==> src/design/ikop_pkg.sv <==
`default_nettype none
package ikop_pkg;

    // Sequencer index width (covers divider steps and up to 64 CORDIC steps)
    localparam int IDX_W = 6;
    // Quotient bits produced by the bit-serial divider
    localparam int DIV_STEPS = 33;
    localparam int SQ_W = 64;
    localparam int DEN_W = 38;
    localparam int REM_W = 39;
    localparam int QUO_W = 33;
    localparam logic [REM_W-1:0] REM_INIT = 39'd50331648; // 6*2^56 >> 33

    // Angle path, signed Q30
    localparam int ANG_W = 36;
    localparam logic signed [ANG_W-1:0] ANGLE_BIAS = 36'sd429496730;
    localparam logic signed [ANG_W-1:0] PI_Q30 = 36'sd3373259426;
    localparam logic signed [ANG_W-1:0] HALF_PI_Q30 = 36'sd1686629713;
    localparam logic signed [ANG_W-1:0] TWO_PI_Q30 = 36'sd6746518852;

    // Cosine/sine path
    localparam int CS_W = 34;
    localparam logic signed [CS_W-1:0] K_Q30 = 34'sd652032874;

    // Rounded arctangents for the first steps; later steps are 2^(30-i)
    localparam logic [29:0] ATAN_LOW [13] = '{
        30'd843314857, 30'd497837830, 30'd263043837, 30'd133525159, 30'd67021687,
        30'd33543516, 30'd16775852, 30'd8388438, 30'd4194283, 30'd2097149,
        30'd1048576, 30'd524288, 30'd262144
    };

    // Configuration registers
    localparam int CFG_IDX_W = 2;
    localparam int CFG_DATA_W = 32;
    localparam logic [CFG_IDX_W-1:0] REG_GAIN = 2'd0;
    localparam logic [CFG_IDX_W-1:0] REG_DISCARD = 2'd1;
    localparam logic [CFG_IDX_W-1:0] REG_TOL = 2'd2;
    localparam logic [30:0] GAIN_RESET = 31'd966367641;
    localparam logic [15:0] DISCARD_RESET = 16'd4096;
    localparam logic [15:0] TOL_RESET = 16'd1;

    localparam int STEP_W = 17;
    localparam int MPASS_W = 3;

    typedef enum logic [4:0] {
        OP_NOP,
        OP_LOAD,
        OP_SQ_RE,
        OP_SQ_IM,
        OP_DIV_INIT,
        OP_DIV_STEP,
        OP_ANGLE,
        OP_CORDIC,
        OP_UNFLIP,
        OP_MUL_LO,
        OP_MUL_HI,
        OP_ROT_T_SET,
        OP_ROT_T_SUB,
        OP_ROT_U_SET,
        OP_ROT_U_ADD,
        OP_GAIN_RE,
        OP_GAIN_IM,
        OP_RECORD,
        OP_RESULT
    } t_op;

    typedef enum logic [1:0] {A_RE, A_IM, A_T, A_U} t_asel;
    typedef enum logic [1:0] {B_X, B_Y, B_GAIN} t_bsel;

    typedef struct packed {
        t_op              op;
        t_asel            a_sel;
        t_bsel            b_sel;
        logic [IDX_W-1:0] idx;
    } t_cmd;

    typedef struct packed {
        logic out_free;
    } t_status;

    function automatic logic signed [ANG_W-1:0] atan_step(input logic [IDX_W-1:0] i);
        logic signed [ANG_W-1:0] v;
        v = '0;
        if (i < IDX_W'(13)) begin
            v = ANG_W'(ATAN_LOW[i[3:0]]);
        end else if (i <= IDX_W'(30)) begin
            v = ANG_W'(36'd1 << (IDX_W'(30) - i));
        end
        return v;
    endfunction

endpackage
`default_nettype wire

==> src/design/ikop_ctrl.sv <==
`default_nettype none
module ikop_ctrl #(
    parameter int PERIOD_SPAN  = 16,
    parameter int CORDIC_STEPS = 32
) (
    input  wire logic               i_clk,
    input  wire logic               i_rst_n,
    input  wire logic               i_in_valid,
    output logic                    o_in_ready,
    input  wire logic [15:0]        i_discard_steps,
    input  wire ikop_pkg::t_status  i_status,
    output ikop_pkg::t_cmd          o_cmd
);

    typedef enum logic [3:0] {
        S_IDLE, S_SQ_RE, S_SQ_IM, S_DIV_INIT, S_DIV, S_ANGLE, S_CORDIC,
        S_UNFLIP, S_MUL_LO, S_MUL_HI, S_COMMIT, S_RECORD, S_RESULT
    } t_state;

    localparam int LAST_PASS = 5;

    t_state                            r_state, n_state;
    logic [ikop_pkg::IDX_W-1:0]        r_cnt, n_cnt;
    logic [ikop_pkg::MPASS_W-1:0]      r_mul, n_mul;
    logic [ikop_pkg::STEP_W-1:0]       r_steps, n_steps;
    logic [ikop_pkg::STEP_W-1:0]       w_rec_at, w_end_at;

    assign w_rec_at = ikop_pkg::STEP_W'(i_discard_steps) + ikop_pkg::STEP_W'(1);
    assign w_end_at = w_rec_at + ikop_pkg::STEP_W'(PERIOD_SPAN);
    assign o_in_ready = (r_state == S_IDLE);

    // next state
    always_comb begin
        n_state = r_state;
        n_cnt   = r_cnt;
        n_mul   = r_mul;
        n_steps = r_steps;
        case (r_state)
            S_IDLE: begin
                if (i_in_valid) begin
                    n_state = S_SQ_RE;
                    n_steps = '0;
                end
            end
            S_SQ_RE: n_state = S_SQ_IM;
            S_SQ_IM: n_state = S_DIV_INIT;
            S_DIV_INIT: begin
                n_state = S_DIV;
                n_cnt   = '0;
            end
            S_DIV: begin
                n_cnt = r_cnt + ikop_pkg::IDX_W'(1);
                if (r_cnt == ikop_pkg::IDX_W'(ikop_pkg::DIV_STEPS - 1)) begin
                    n_state = S_ANGLE;
                end
            end
            S_ANGLE: begin
                n_state = S_CORDIC;
                n_cnt   = '0;
            end
            S_CORDIC: begin
                n_cnt = r_cnt + ikop_pkg::IDX_W'(1);
                if (r_cnt == ikop_pkg::IDX_W'(CORDIC_STEPS - 1)) begin
                    n_state = S_UNFLIP;
                end
            end
            S_UNFLIP: begin
                n_state = S_MUL_LO;
                n_mul   = '0;
            end
            S_MUL_LO: n_state = S_MUL_HI;
            S_MUL_HI: n_state = S_COMMIT;
            S_COMMIT: begin
                if (r_mul == ikop_pkg::MPASS_W'(LAST_PASS)) begin
                    // one map step finished
                    n_steps = r_steps + ikop_pkg::STEP_W'(1);
                    if (n_steps == w_rec_at) begin
                        n_state = S_RECORD;
                    end else if (n_steps == w_end_at) begin
                        n_state = S_RESULT;
                    end else begin
                        n_state = S_SQ_RE;
                    end
                end else begin
                    n_mul   = r_mul + ikop_pkg::MPASS_W'(1);
                    n_state = S_MUL_LO;
                end
            end
            S_RECORD: n_state = S_SQ_RE;
            S_RESULT: begin
                if (i_status.out_free) begin
                    n_state = S_IDLE;
                end
            end
            default: n_state = S_IDLE;
        endcase
    end

    // command decode
    always_comb begin
        o_cmd.op    = ikop_pkg::OP_NOP;
        o_cmd.idx   = r_cnt;
        o_cmd.a_sel = ikop_pkg::A_RE;
        o_cmd.b_sel = ikop_pkg::B_X;
        case (r_mul)
            3'd0: begin
                o_cmd.a_sel = ikop_pkg::A_RE;
                o_cmd.b_sel = ikop_pkg::B_X;
            end
            3'd1: begin
                o_cmd.a_sel = ikop_pkg::A_IM;
                o_cmd.b_sel = ikop_pkg::B_Y;
            end
            3'd2: begin
                o_cmd.a_sel = ikop_pkg::A_RE;
                o_cmd.b_sel = ikop_pkg::B_Y;
            end
            3'd3: begin
                o_cmd.a_sel = ikop_pkg::A_IM;
                o_cmd.b_sel = ikop_pkg::B_X;
            end
            3'd4: begin
                o_cmd.a_sel = ikop_pkg::A_T;
                o_cmd.b_sel = ikop_pkg::B_GAIN;
            end
            default: begin
                o_cmd.a_sel = ikop_pkg::A_U;
                o_cmd.b_sel = ikop_pkg::B_GAIN;
            end
        endcase
        case (r_state)
            S_IDLE:     if (i_in_valid) o_cmd.op = ikop_pkg::OP_LOAD;
            S_SQ_RE:    o_cmd.op = ikop_pkg::OP_SQ_RE;
            S_SQ_IM:    o_cmd.op = ikop_pkg::OP_SQ_IM;
            S_DIV_INIT: o_cmd.op = ikop_pkg::OP_DIV_INIT;
            S_DIV:      o_cmd.op = ikop_pkg::OP_DIV_STEP;
            S_ANGLE:    o_cmd.op = ikop_pkg::OP_ANGLE;
            S_CORDIC:   o_cmd.op = ikop_pkg::OP_CORDIC;
            S_UNFLIP:   o_cmd.op = ikop_pkg::OP_UNFLIP;
            S_MUL_LO:   o_cmd.op = ikop_pkg::OP_MUL_LO;
            S_MUL_HI:   o_cmd.op = ikop_pkg::OP_MUL_HI;
            S_COMMIT: begin
                case (r_mul)
                    3'd0:    o_cmd.op = ikop_pkg::OP_ROT_T_SET;
                    3'd1:    o_cmd.op = ikop_pkg::OP_ROT_T_SUB;
                    3'd2:    o_cmd.op = ikop_pkg::OP_ROT_U_SET;
                    3'd3:    o_cmd.op = ikop_pkg::OP_ROT_U_ADD;
                    3'd4:    o_cmd.op = ikop_pkg::OP_GAIN_RE;
                    default: o_cmd.op = ikop_pkg::OP_GAIN_IM;
                endcase
            end
            S_RECORD:   o_cmd.op = ikop_pkg::OP_RECORD;
            S_RESULT:   if (i_status.out_free) o_cmd.op = ikop_pkg::OP_RESULT;
            default:    o_cmd.op = ikop_pkg::OP_NOP;
        endcase
    end

    // state and counters
    always_ff @(posedge i_clk) begin
        if (!i_rst_n) begin
            r_state <= S_IDLE;
            r_cnt   <= '0;
            r_mul   <= '0;
            r_steps <= '0;
        end else begin
            r_state <= n_state;
            r_cnt   <= n_cnt;
            r_mul   <= n_mul;
            r_steps <= n_steps;
        end
    end

endmodule
`default_nettype wire

==> config.mk <==
export PLATFORM = sky130hd
export DESIGN_NAME = ikop_ctrl
export DESIGN_NICKNAME = d
export VERILOG_FILES = /design/src/design/ikop_pkg.sv /design/src/design/ikop_ctrl.sv
export SDC_FILE = /design/constraint.sdc
export NUM_CORES = 1
export LEC_CHECK = 0
export ABC_AREA = 1
export BUFFER_PORTS_ARGS = -buffer_cell sky130_fd_sc_hd__buf_4
export CAP_MARGIN = 10
export CORE_ASPECT_RATIO = 1.75
export CORE_UTILIZATION = 52
export CTS_BUF_LIST = sky130_fd_sc_hd__clkbuf_4 sky130_fd_sc_hd__clkbuf_8
export DETAILED_ROUTE_END_ITERATION = 10
export GPL_TIMING_DRIVEN = 0
export PLACE_DENSITY = 0.77
export SYNTH_ARGS = -nofsm -noshare
export SYNTH_HDL_FRONTEND = slang
export SYNTH_SLANG_ARGS = --single-unit
==> constraint.sdc <==
create_clock -name i_clk -period 2.7 [get_ports i_clk]
set_clock_uncertainty 0.1 [all_clocks]
set_input_delay 0.135 -clock i_clk [delete_from_list [all_inputs] [get_ports i_clk]]
set_output_delay 0.135 -clock i_clk [all_outputs]
set_load 0.005 [all_outputs]
# Word level (Yosys, flattened, before mapping)
# Index checks and enable logic that the tools add are counted.
[op_classes] addsub=5 n_mux=19 n_eq_ne=27 reduce_logical=10
[ops] operator="case mux 5 bit (13 select lines)" count=1
[ops] operator="case mux 4 bit (13 select lines)" count=1
[ops] operator="equality test 17 bit" count=2
[ops] operator="2-to-1 mux 17 bit" count=2
[ops] operator="case mux 17 bit (2 select lines)" count=1
[ops] operator="2-to-1 mux 4 bit" count=7
[ops] operator="case mux 5 bit (5 select lines)" count=1
[ops] operator="equality test 4 bit (second input constant)" count=5
[ops] operator="case mux 4 bit (5 select lines)" count=1
[ops] operator="adder 16 x 1 -> 17 bit (second input constant)" count=1
[ops] operator="adder 17 x 1 -> 17 bit (second input constant)" count=1
[ops] operator="adder 17 x 5 -> 17 bit (second input constant)" count=1
[ops] operator="equality test 4 x 3 -> 1 bit (second input constant)" count=4
[ops] operator="inequality test 2 bit (second input constant)" count=6
[ops] operator="case mux 6 bit (2 select lines)" count=1
[ops] operator="equality test 4 x 2 -> 1 bit (second input constant)" count=2
[ops] operator="adder 6 x 1 -> 6 bit (second input constant)" count=1
[ops] operator="equality test 3 x 2 -> 1 bit (second input constant)" count=2
[ops] operator="equality test 3 bit (second input constant)" count=2
[ops] operator="equality test 6 x 5 -> 1 bit (second input constant)" count=1
[ops] operator="equality test 6 bit (second input constant)" count=1
[ops] operator="case mux 3 bit (2 select lines)" count=1
[ops] operator="nonzero test 2 bit" count=3
[ops] operator="2-to-1 mux 5 bit" count=1
[ops] operator="11 further kinds" count=12
[word_totals] input_bits=20 register_bits=30 word_cells=65

# Depth between registers and ports, before layout
# Gate-level depths: netlist (run 1).
[logic_depth] depth_word=7 ltp_mapped=22

# Least setup slack after synthesis (run 1)
# Ideal clock, no wire load.
[synth_path] kind="input to register" from="in i_discard_steps[2]" to="reg r_state[2]" slack_ps=376 stages=17 arrival_ps=2156 required_ps=2533 setup_ps=67 path_cell_list="buf_4 -> nand2_1 -> nor2_4 -> nand2_1 -> nand2_1 -> nand2_2 -> ha_1 -> xor3_1 -> nor2_1 -> nand2_1 -> nor2_1 -> nand2_1 -> nor3_4 -> nand3_1 -> nand2_1 -> nand2_1 -> a21oi_2"
[synth_via] elab_chain_len=7
[synth_rtl] element="from (decl)" line_no="ikop_ctrl.sv:10" text="input wire logic [15:0] i_discard_steps,"
[synth_rtl] element="adder 16 x 1 -> 17 bit (*)" line_no="ikop_ctrl.sv:28" text="assign w_rec_at = ikop_pkg::STEP_W'(i_discard_steps) + ikop_pkg::STEP_W'(1);"
[synth_rtl] element="adder 17 x 5 -> 17 bit" line_no="ikop_ctrl.sv:29" text="assign w_end_at = w_rec_at + ikop_pkg::STEP_W'(PERIOD_SPAN);"
[synth_rtl] element="equality test 17 bit" line_no="ikop_ctrl.sv:79" text="end else if (n_steps == w_end_at) begin"
[synth_rtl] element="2-to-1 mux 4 bit" line_no="ikop_ctrl.sv:79"
[synth_rtl] element="2-to-1 mux 4 bit (*)" line_no="ikop_ctrl.sv:77" text="if (n_steps == w_rec_at) begin"
[synth_rtl] element="2-to-1 mux 4 bit (*)" line_no="ikop_ctrl.sv:74" text="if (r_mul == ikop_pkg::MPASS_W'(LAST_PASS)) begin"
[synth_rtl] element="case mux 4 bit (13 select lines) (*)" line_no="ikop_ctrl.sv:38" text="case (r_state)"
[synth_rtl] element="to (signal assigned)" line_no="ikop_ctrl.sv:166" text="r_state <= n_state;"
[synth_rtl] element="to (decl)" line_no="ikop_ctrl.sv:22" text="t_state r_state, n_state;"
# Every way passes the cells marked *; elsewhere a longest branch is shown, timed or not.
# A chain may end at the register's enable or synchronous reset.

# Final worst setup path (run 1)
[layout_path] from="reg r_steps[2] in the netlist's numbering" to="reg r_state[3]"
[layout_via] elab_chain_len=6
[layout_rtl] element="from (decl)" line_no="ikop_ctrl.sv:25" text="logic [ikop_pkg::STEP_W-1:0] r_steps, n_steps;"
[layout_rtl] element="from (signal assigned)" line_no="ikop_ctrl.sv:169" text="r_steps <= n_steps;"
[layout_rtl] element="adder 17 x 1 -> 17 bit (*)" line_no="ikop_ctrl.sv:76" text="n_steps = r_steps + ikop_pkg::STEP_W'(1);"
[layout_rtl] element="equality test 17 bit" line_no="ikop_ctrl.sv:79"
[layout_rtl] element="2-to-1 mux 4 bit" line_no="ikop_ctrl.sv:79"
[layout_rtl] element="2-to-1 mux 4 bit (*)" line_no="ikop_ctrl.sv:77"
[layout_rtl] element="2-to-1 mux 4 bit (*)" line_no="ikop_ctrl.sv:74"
[layout_rtl] element="case mux 4 bit (13 select lines) (*)" line_no="ikop_ctrl.sv:38"
# Marked as above.

==> results of run 1 <==
==> worst max-delay path, delay by kind of cell (launching register included) <==
family | cells | cell delay (ns)
flip-flops | 1 | 0.30
AND/OR/NAND/NOR | 17 | 1.86
buffers and inverters | 2 | 0.24
==> final cells by class <==
| type | instances | area, µm² |
|---|---|---|
| multi-input cells | 502 | 2500 |
| clock inverters | 3 | 40.0 |
| inverters | 85 | 319 |
| well taps | 80 | 100 |
| flip-flops and latches | 30 | 603 |
| repair buffers | 39 | 295 |
| fillers | 635 | 2310 |
| clock buffers | 5 | 68.8 |
| plain buffers | 9 | 45.0 |
==> worst paths after layout <==
path | endpoint | slack (ns) | depth (start not counted)
worst max-delay path | r_state[3] | 0.16 | 19
worst min-delay path | r_state[3] | 0.17 | 5
worst max register to register | r_state[3] | 0.16 | 19
worst min register to register | r_steps[16] | 0.38 | 2
==> layout by cell type, fill, tap and decap left out, types with 5 or more instances in the layout <==
cell type / instances
nand2_1: 242
inv_1: 83
nor2_1: 56
nand3_1: 54
buf_4: 40
dfxtp_1: 28
a21oi_1: 26
nand4_1: 25
o21ai_0: 16
nand2_2: 12
nor2_4: 10
nor2_2: 10
ha_1: 8
nor3_1: 6
a211oi_1: 5
nand3_2: 5
clkbuf_8: 5
==> power groups by stage <==
stage	registers, W	clock network, W	logic [W]
detailed placement	0.000470	0	0.000301
floorplan	0.000469	0	0.000197
global placement	0.000471	0	0.000295
global route	0.000463	0.000465	0.000338
CTS	0.000461	0.000446	0.000304
finish	0.000463	0.000434	0.000306
==> metal layers <==
layer  vias to the layer above  global-route usage [%]  wire, µm
li1                       2092                       -         -
met1                      1778                    26.1      3590
met2                        88                    54.5      5080
met3                        23                    1.46       216
met4                         0                    16.4       297
met5                         -                       0         0
==> stage by stage <==
stage	instance area (µm²)	setup slack [ns]
finish	3970	0.156
CTS	3900	0.0280
global route	3970	-0.0397
detailed placement	3770	-0.0526
floorplan	3420	0.376
global placement	3770	0.000644
==> logic make-up after synthesis <==
family	after synthesis
buffers and inverters	94
adders and majority gates	9
and+or+nand+nor	430
DFF	30
xor gates and xnor gates	6
AOI/OAI and AO/OA	57
==> state kept, by name, summed over array words and instances, names as in the netlist <==
register	cells
r_cnt	6
r_mul	3
r_state	4
r_steps	17
==> timing repair <==
action                     in CTS  in global routing
setup buffers                   0                  4
pin swaps                       0                  2
hold endpoints to repair        1                  0
setup endpoints to repair       3                  4
hold buffers                    1                  0
gates resized for setup         1                 10
gates cloned                    0                  0
==> metrics.md, run 1 <==
| Metric | Value |
|---|---|
| Outcome | `completed` |
| P_sw | `0.000368 W` |
| Via density | `5.29` |
| Synth cell types | `36` |
| Critical path capture point type | `flip-flop` |
| Cell accounting for the most synthesized area | `nand2_1` |
| Skew-Pair Late Insertion Delay | `0.28 ns` |
| Maximum vdd drop | `0.325 mV` |
| Io pins | `36` |
| Fin crit period | `2.54 ns` |
| Overall Power | `0.00120 W` |
| CTS Buf Count | `5` |
| Die width | `63.3 µm` |
| Post-Syn Nets | `655` |
| Pleak | `1.94 nW` |
| Post-route ant nets | `0` |
| Synth-to-Final Area Change | `16.1%` |
| CTS tree | `yes` |
| Non-filler cells, final | `753` |
| Gpl congestion | `0.925` |
| Data required, critical path | `2.83 ns` |
| WL/cell | `12.2 µm` |
| Part of the power in registers | `38.5%` |
| IO buf count | `34` |
| Worst hold slack | `0.170 ns` |
| Power per cell area | `303 nW/µm²` |
| Fin crit share | `94.2%` |
| DIE HEIGHT | `109 µm` |
| Setup TNS | `0 ns` |
| Worst slew pin tran | `0.629 ns` |
| Initial Util | `54.5%` |
| Number of global-route vias before repair | `3,622` |
| Worst Setup SP | `r_steps[2]` |
| Final hold viol count | `0` |
| Vias | `3,981` |
| Most frequent cell after synthesis | `nand2_1` |
| Largest family of logic cells by synthesized area | `simple AND/OR/NAND/NOR gates` |
| Initial antenna violation count | `0` |
| Max incr delay on CP | `0.30 ns` |
| Sw frac | `30.6%` |
| RR Startpoint | `r_steps[2]` |
| Average cell area after synthesis | `5.46 µm²` |
| Number of synthesized flops with an enable pin | `0` |
| Synth Area in XOR/XNOR | `1.98%` |
| Critical Path Slowest Stage Cell | `dfxtp_1` |
| Largest net degree at the start of global routing | `11` |
| GRT overflow | `0` |
| Area of the mapped netlist | `3420 µm²` |
| CTS max path bufs | `2` |
| Setup CP Type | `reg -> reg` |
| Combinational share of power | `25.4%` |
| DRC viols | `0` |
| Hpwl dp | `7.36 mm` |
| Hold Crit Start | `i_status` |
| First drt pass iteration count | `5` |
| Share of the synthesized area in the top cell type | `26.6%` |
| Startpoint Class | `flip-flop` |
| Synth Area in Compound Gates | `9.62%` |
| Worst slew margin | `57.6%` |
| Synth area leaders | `nand2_1 (27%), dfxtp_1 (18%), inv_1 (9.1%)` |
| Clock Sinks | `30` |
| Clk network pwr share | `36.1%` |
| Slew Limit Fails | `0` |
| Dpl cells | `740` |
| Final nets | `701` |
| CP most frequent cell | `nand2_1` |
| Mux share of post-synthesis cell area | `0%` |
| Post-Syn Instances | `626` |
| Post-Synth Simple-Gate Area | `56.9%` |
| Overall routing resource usage | `27.0%` |
| # rows | `38` |
| Drt initial violations | `148` |
| MaxCap Viol Count | `0` |
| Reg clk slew, reported paths | `0.07 ns` |
| Crit path DAT | `2.68 ns` |
| Syn. warnings | `0` |
| Critical-path cell list | `buf_2, nand2_1, nor2_4, nand2_1, nand2_1, nand2_1, nand2_1, nand2_1, nand2_1, nand2_1, nor2_1, nand2_1, nor3_4, nand2_2, nand2_1, nand2_1, nand3_1, nand2_1, inv_1` |
| Depth of the CTS H-tree | `2` |
| Ys flop type | `dfxtp_1` |
| Synth cell count leaders | `nand2_1 (242), inv_1 (83), nor2_1 (58), nand3_1 (55), dfxtp_1 (30)` |
| Fmax | `0.393 GHz` |
| Setup violators final | `0` |
| Root Buffer Master | `clkbuf_8` |
| Sequential-to-total area share from yosys stat | `17.6%` |
| Synth Area in Adders | `3.29%` |
| Asr flop ratio synth | `0%` |
| Die area | `6920 µm²` |
| Routed WL | `9.19 mm` |
| Worst Hold Class | `in -> reg` |
| ANT cells | `0` |
| Core Area | `6280 µm²` |
| Cell Int Power | `0.000835 W` |
| Share of post-route cells with drive strength above 1 | `14.7%` |
| Final core occ | `63.2%` |
| First-pass GRT wire length | `15.1 mm` |
| Critical-path maximum fanout | `10` |
| Seq cells post-synth | `30` |
Note: power is estimated with default switching activity, not from simulation.
==> run 2, diff against run 1 <==
--- a/config.mk
+++ b/config.mk
@@ -13,7 +13,7 @@
 export CTS_BUF_LIST = sky130_fd_sc_hd__clkbuf_4 sky130_fd_sc_hd__clkbuf_8
 export DETAILED_ROUTE_END_ITERATION = 10
 export GPL_TIMING_DRIVEN = 0
-export PLACE_DENSITY = 0.77
+export PLACE_DENSITY = 0.72
 export SYNTH_ARGS = -nofsm -noshare
 export SYNTH_HDL_FRONTEND = slang
 export SYNTH_SLANG_ARGS = --single-unit
==> metrics.md, run 2 (synthesized netlist as in run 1, its figures left out) <==
| Metric | Value |
|---|---|
| Hold depth | `5 (unchanged)` |
| MaxCap Viol Count | `0 (unchanged)` |
| Final core occ | `62.9% (-0.36 points)` |
| Area of the multi-input gates | `2490 µm² (-0.45%)` |
| Depth of the CTS H-tree | `2 (unchanged)` |
| Skew-Pair Late Insertion Delay | `0.29 ns (about the same)` |
| Power per cell area | `292 nW/µm² (-3.8%)` |
| Final hold viol count | `0 (unchanged)` |
| Via density | `5.30 (+0.30%)` |
| Cell Int Power | `0.000767 W (-8.1%)` |
| Worst Hold Class | `in -> reg` |
| Top flop regs | `r_steps x17, r_cnt x6, r_state x4` |
| Root Buffer Master | `clkbuf_8` |
| Reg area | `606 µm² (+0.42%)` |
| Pleak | `1.93 nW (-0.51%)` |
| Combinational share of power | `26.7% (+1.3 points)` |
| GRT overflow | `0 (unchanged)` |
| Maximum vdd drop | `0.402 mV (+24%)` |
| Data required, critical path | `2.85 ns (+0.02 ns)` |
| Gpl congestion | `0.939 (+1.5%)` |
| Routed WL | `9.34 mm (+1.6%)` |
| Clock Sinks | `30 (unchanged)` |
| Most common cell after layout, fill and taps aside | `nand2_1` |
| Core Area | `6280 µm² (unchanged)` |
| Critical-path maximum fanout | `7 (-3)` |
| P_sw | `0.000384 W (+4.2%)` |
| First-pass GRT wire length | `15.4 mm (+2.0%)` |
| Initial Util | `54.5% (unchanged)` |
| Share of post-route cells with drive strength above 1 | `15.0% (+0.30 points)` |
| Hpwl dp | `7.62 mm (+3.6%)` |
| First drt pass iteration count | `5 (unchanged)` |
| Startpoint Class | `flip-flop` |
| CTS max path bufs | `2 (unchanged)` |
| Setup CP Type | `reg -> reg` |
| Crit path DAT | `2.64 ns (-0.04 ns)` |
| Fin crit share | `92.2% (-2.1 points)` |
| Outcome | `completed` |
| Fmax | `0.402 GHz (+2.2%)` |
| Setup violators final | `0 (unchanged)` |
| Worst r2r path cells | `21 (+2)` |
| Vias | `3,993 (+0.30%)` |
| Part of the power in registers | `40.0% (+1.5 points)` |
| Slew Limit Fails | `0 (unchanged)` |
| CTS tree | `yes` |
| # rows | `38 (unchanged)` |
| Worst slew pin tran | `0.603 ns (-0.0263 ns)` |
| Max FFs per register | `17 (unchanged)` |
| WL/cell | `12.4 µm (+1.6%)` |
| Synth-to-Final Area Change | `15.4%` |
| Number of global-route vias before repair | `3,751 (+3.6%)` |
| Final nets | `701 (unchanged)` |
| Initial antenna violation count | `0 (unchanged)` |
| DIE HEIGHT | `109 µm (unchanged)` |
| Fillers | `662 (+4.3%)` |
| Setup TNS | `0 ns (unchanged)` |
| Sw frac | `33.3% (+2.7 points)` |
| Critical path capture point type | `flip-flop` |
| IO buf count | `34 (unchanged)` |
| Overall routing resource usage | `27.9% (+0.89 points)` |
| Worst slew margin | `59.4% (+1.8 points)` |
| Die area | `6920 µm² (unchanged)` |
| Reg clk slew, reported paths | `0.07 ns (about the same)` |
| Die width | `63.3 µm (unchanged)` |
| Fin crit period | `2.49 ns (-0.0559 ns)` |
| Drt initial violations | `192 (+30%)` |
| CTS Buf Count | `5 (unchanged)` |
| Register name with the most flops | `r_steps` |
| Most frequent cells in the layout | `nand2_1 (241), inv_1 (83), nand3_1 (55), nor2_1 (55), buf_4 (40)` |
| DRC viols | `0 (unchanged)` |
| Post-route ant nets | `0 (unchanged)` |
| ANT cells | `0 (unchanged)` |
| Io pins | `36 (unchanged)` |
| Clk network pwr share | `33.3% (-2.8 points)` |
| Largest net degree at the start of global routing | `11 (unchanged)` |
[run 2: area by class of cell]
| type | instances | area share, % |
|---|---|---|
| multi-input combinational | 502 | 63.0 |
| tap | 80 | 2.54 |
| clock buffer | 6 | 2.09 |
| buffer | 9 | 1.14 |
| timing repair buffer | 39 | 7.48 |
| inverter | 85 | 8.08 |
| clock inverter | 2 | 0.317 |
| sequential | 30 | 15.3 |
[run 2: path summary, 6_finish.rpt]
check	start	to	slack, ns
max	r_steps[0]	r_state[3]	0.21
min	i_status	r_state[3]	0.15
max reg2reg	r_steps[0]	r_state[3]	0.21
min reg2reg	r_steps[16]	r_steps[16]	0.39
[run 2: repair_timing]
item	CTS	global route
resized for setup	1	11
pin swaps	0	3
endpoints found under the hold margin	1	0
hold buffers	1	0
buffers inserted	0	4
endpoints found under the setup margin	3	4
[run 2: critical path: stages (launching register included)]
cell     delay, ns
dfxtp_4       0.38
ha_2          0.22
nand2_1       0.12
nor2_4        0.21
nand2_2       0.11
nand2_1       0.08
nand2_1       0.06
inv_1         0.09
nand2_1       0.07
nand2_1       0.08
nand2_1       0.05
nand2_1       0.05
inv_1         0.03
nor2_1        0.10
nand3_1       0.12
nor2_2        0.17
nand2_2       0.10
nand2_1       0.07
nand2_1       0.05
nand3_1       0.08
nand2_1       0.05
inv_1         0.04
[run 2: per-stage QoR]
stage | cell area [µm²] | setup slack (ns) | hold slack [ns] | instances | power [W]
5_1_grt | 3950 | -0.00711 | 0.198 | 753 | 0.00121
3_5_place_dp | 3770 | -0.0665 | 0.277 | 740 | 0.000774
6_report | 3950 | 0.212 | 0.150 | 753 | 0.00115
4_1_cts | 3880 | 0.0429 | 0.149 | 749 | 0.00116
2_1_floorplan | 3420 | 0.376 | 0.133 | 626 | 0.000665
3_3_place_gp | 3770 | -0.0338 | 0.275 | 740 | 0.000769
[run 2: power groups by stage]
stage | sequential, W | clock (W) | combinational, W
2_1_floorplan | 0.000469 | 0 | 0.000197
3_3_place_gp | 0.000471 | 0 | 0.000298
3_5_place_dp | 0.000471 | 0 | 0.000303
4_1_cts | 0.000461 | 0.000392 | 0.000306
5_1_grt | 0.000462 | 0.000405 | 0.000344
6_report | 0.000461 | 0.000383 | 0.000307
[run 2: layer usage]
metal  track usage [%]  vias up  share of wire, %
met2              57.1       81                55
met3              1.46       29               2.4
met1              26.0     1783                38
met4              17.9        0               4.0
met5                 0        -                 0
li1                  -     2100                 -
==> run 3, diff against run 2 <==
--- a/config.mk
+++ b/config.mk
@@ -7,8 +7,6 @@
 export LEC_CHECK = 0
 export ABC_AREA = 1
 export BUFFER_PORTS_ARGS = -buffer_cell sky130_fd_sc_hd__buf_4
-export CAP_MARGIN = 10
-export CORE_ASPECT_RATIO = 1.75
 export CORE_UTILIZATION = 52
 export CTS_BUF_LIST = sky130_fd_sc_hd__clkbuf_4 sky130_fd_sc_hd__clkbuf_8
 export DETAILED_ROUTE_END_ITERATION = 10
==> metrics.md, run 3 (synthesized netlist as in run 1, its figures left out) <==
| Metric | Value |
|---|---|
| Outcome | `completed` |
| Clk network pwr share | `31.5% (-1.8 points)` |
| Synth-to-Final Area Change | `14.9%` |
| Final Instance Area | `3930 µm² (-0.48%)` |
| Hold Crit Start | `i_status` |
| Largest net degree at the start of global routing | `11 (unchanged)` |
| Worst hold slack | `0.169 ns (+0.0192 ns)` |
| Part of the power in registers | `41.3% (+1.3 points)` |
| Number of global-route vias before repair | `3,533 (-5.8%)` |
| Io pins | `36 (unchanged)` |
| Via density | `5.27 (-0.69%)` |
| Worst slew margin | `57.2% (-2.2 points)` |
| DRC viols | `0 (unchanged)` |
| Gpl congestion | `0.877 (-6.6%)` |
| Slew Limit Fails | `0 (unchanged)` |
| Die width | `83.1 µm (+31%)` |
| Non-filler cells, final | `747 (-0.80%)` |
| ANT cells | `0 (unchanged)` |
| Initial antenna violation count | `0 (unchanged)` |
| Crit path buffers/inverters | `1 (-2)` |
| Hpwl dp | `7.03 mm (-7.8%)` |
| Cell Int Power | `0.000761 W (-0.87%)` |
| Critical path capture point type | `flip-flop` |
| Max FFs per register | `17 (unchanged)` |
| Root Buffer Master | `clkbuf_8` |
| Top flop regs | `r_steps x17, r_cnt x6, r_state x4` |
| First-pass GRT wire length | `15.0 mm (-2.5%)` |
| Skew-Pair Late Insertion Delay | `0.28 ns (about the same)` |
| RR Startpoint | `r_steps[0]` |
| Overall Power | `0.00112 W (-2.9%)` |
| Fin crit period | `2.50 ns (+0.0148 ns)` |
| MaxCap Viol Count | `0 (unchanged)` |
| CTS tree | `yes` |
| Pleak | `1.93 nW (-0.38%)` |
| CP most frequent cell | `nand2_1` |
| Power per cell area | `285 nW/µm² (-2.4%)` |
| Dpl cells | `737 (-0.41%)` |
| Max incr delay on CP | `0.36 ns (-0.02 ns)` |
| Share of post-route cells with drive strength above 1 | `14.5% (-0.53 points)` |
| Vias | `3,934 (-1.5%)` |
| Data required, critical path | `2.81 ns (-0.04 ns)` |
| Startpoint Class | `input port` |
| Drt initial violations | `163 (-15%)` |
| Reg clk slew, reported paths | `0.07 ns (about the same)` |
| Post-route ant nets | `0 (unchanged)` |
| Crit path DAT | `2.61 ns (-0.03 ns)` |
| P_sw | `0.000357 W (-7.0%)` |
| IO buf count | `34 (unchanged)` |
| Worst Setup SP | `i_discard_steps[0]` |
| Placed inst area | `3770 µm² (about the same)` |
| RSZ-0062 raised after global routing | `false` |
| Routed WL | `8.91 mm (-4.6%)` |
| Clock Sinks | `30 (unchanged)` |
| DIE HEIGHT | `83.1 µm (-24%)` |
| Critical-path cell list | `buf_4, ha_1, nand3_1, nand2_1, nand2_1, ha_1, xor3_1, nor2_1, nand2_1, nor2_1, nand2_1, nor3_4, nand3_1, nand2_1, nand2_1, a21oi_2` |
| Final hold viol count | `0 (unchanged)` |
| Sw frac | `31.9% (-1.4 points)` |
| Critical-path maximum fanout | `6 (-1)` |
| Overall routing resource usage | `25.9% (-2.0 points)` |
| CP delay by family, top | `simple AND/OR/NAND/NOR gates` |
| First drt pass iteration count | `5 (unchanged)` |
| Setup violators final | `0 (unchanged)` |
| GRT overflow | `0 (unchanged)` |
| Initial Util | `53.9% (-0.63 points)` |
| Worst Hold Class | `in -> reg` |
| Critical Path Slowest Stage Cell | `xor3_1` |
| Maximum vdd drop | `0.209 mV (-48%)` |
| # rows | `29 (-24%)` |
| Worst slew pin tran | `0.639 ns (+0.0362 ns)` |
| Combinational share of power | `27.2% (+0.5 points)` |
| Fin crit share | `92.7% (+0.55 points)` |
| Most frequent cells in the layout | `nand2_1 (242), inv_1 (83), nor2_1 (56), nand3_1 (54), buf_4 (39)` |
| Most common cell after layout, fill and taps aside | `nand2_1` |
| Setup CP Type | `in -> reg` |
| CTS max path bufs | `2 (unchanged)` |
| Fmax | `0.399 GHz (-0.59%)` |
| Final nets | `700 (-0.14%)` |
| CTS Buf Count | `5 (unchanged)` |
| Die area | `6900 µm² (-0.19%)` |
| Core Area | `6350 µm² (+1.2%)` |
| Register name with the most flops | `r_steps` |
| WL/cell | `11.9 µm (-3.8%)` |
| Depth of the CTS H-tree | `2 (unchanged)` |
run 3: stage by stage:
stage,setup slack (ns),TNS [ns],utilization (%)
detailed placement,-0.0323,-0.0647,59.4
floorplan,0.376,0,-
global placement,0.00460,0,59.4
finish,0.197,0,61.9
global route,0.00223,0,61.9
CTS,0.00330,0,60.8
run 3: final timing paths:
path	to	slack (ns)	cells past startpoint
hold / removal	r_state[3]	0.17	5
hold reg to reg	r_steps[16]	0.38	2
setup / recovery	r_state[2]	0.20	16
setup reg to reg	r_state[2]	0.20	17
run 3: layout make-up:
cell class | count | area [µm²]
buffer | 9 | 46.3
inverter | 85 | 319
timing repair buffer | 38 | 288
fill | 646 | 2420
clock buffer | 6 | 82.6
multi-input combinational | 502 | 2490
tap | 77 | 96.3
sequential | 30 | 603
run 3: worst register-to-register path, cell delays in order (launching register included):
cell and delay [ns]:
dfxtp_2 0.42, ha_4 0.19, nand2_1 0.12, nor2_4 0.20
nand2_1 0.10, nand2_1 0.07, nand2_1 0.09, nand2_1 0.09
nand3_1 0.07, nand2_1 0.06, nand2_1 0.06, nor2_1 0.16
nand2_1 0.12, nor3_4 0.23, nand3_1 0.11, nand2_1 0.08
nand2_1 0.06, a21oi_2 0.11
run 3: layer usage:
| metal | vias to the layer above | wire [µm] | GRT usage, % |
|---|---|---|---|
| met2 | 103 | 4230 | 47.6 |
| met1 | 1720 | 4100 | 30.5 |
| met3 | 21 | 339 | 2.19 |
| li1 | 2090 | - | - |
| met5 | - | 0 | 0 |
| met4 | 0 | 243 | 11.3 |
run 3: power by group through the flow:
| stage | Clock, W | Sequential [W] | Combinational, W |
|---|---|---|---|
| after floorplan | 0 | 0.000469 | 0.000197 |
| after global placement | 0 | 0.000471 | 0.000295 |
| after detailed placement | 0 | 0.000470 | 0.000300 |
| after CTS | 0.000364 | 0.000461 | 0.000303 |
| after global routing | 0.000383 | 0.000462 | 0.000345 |
| final | 0.000352 | 0.000461 | 0.000304 |
run 3: what timing repair did:
| item | in CTS | in global routing |
|---|---|---|
| setup buffers | 0 | 3 |
| resized for setup | 0 | 12 |
| endpoints found under the setup margin | 0 | 9 |
| hold endpoints to repair | 1 | 0 |
| hold buffers | 1 | 0 |
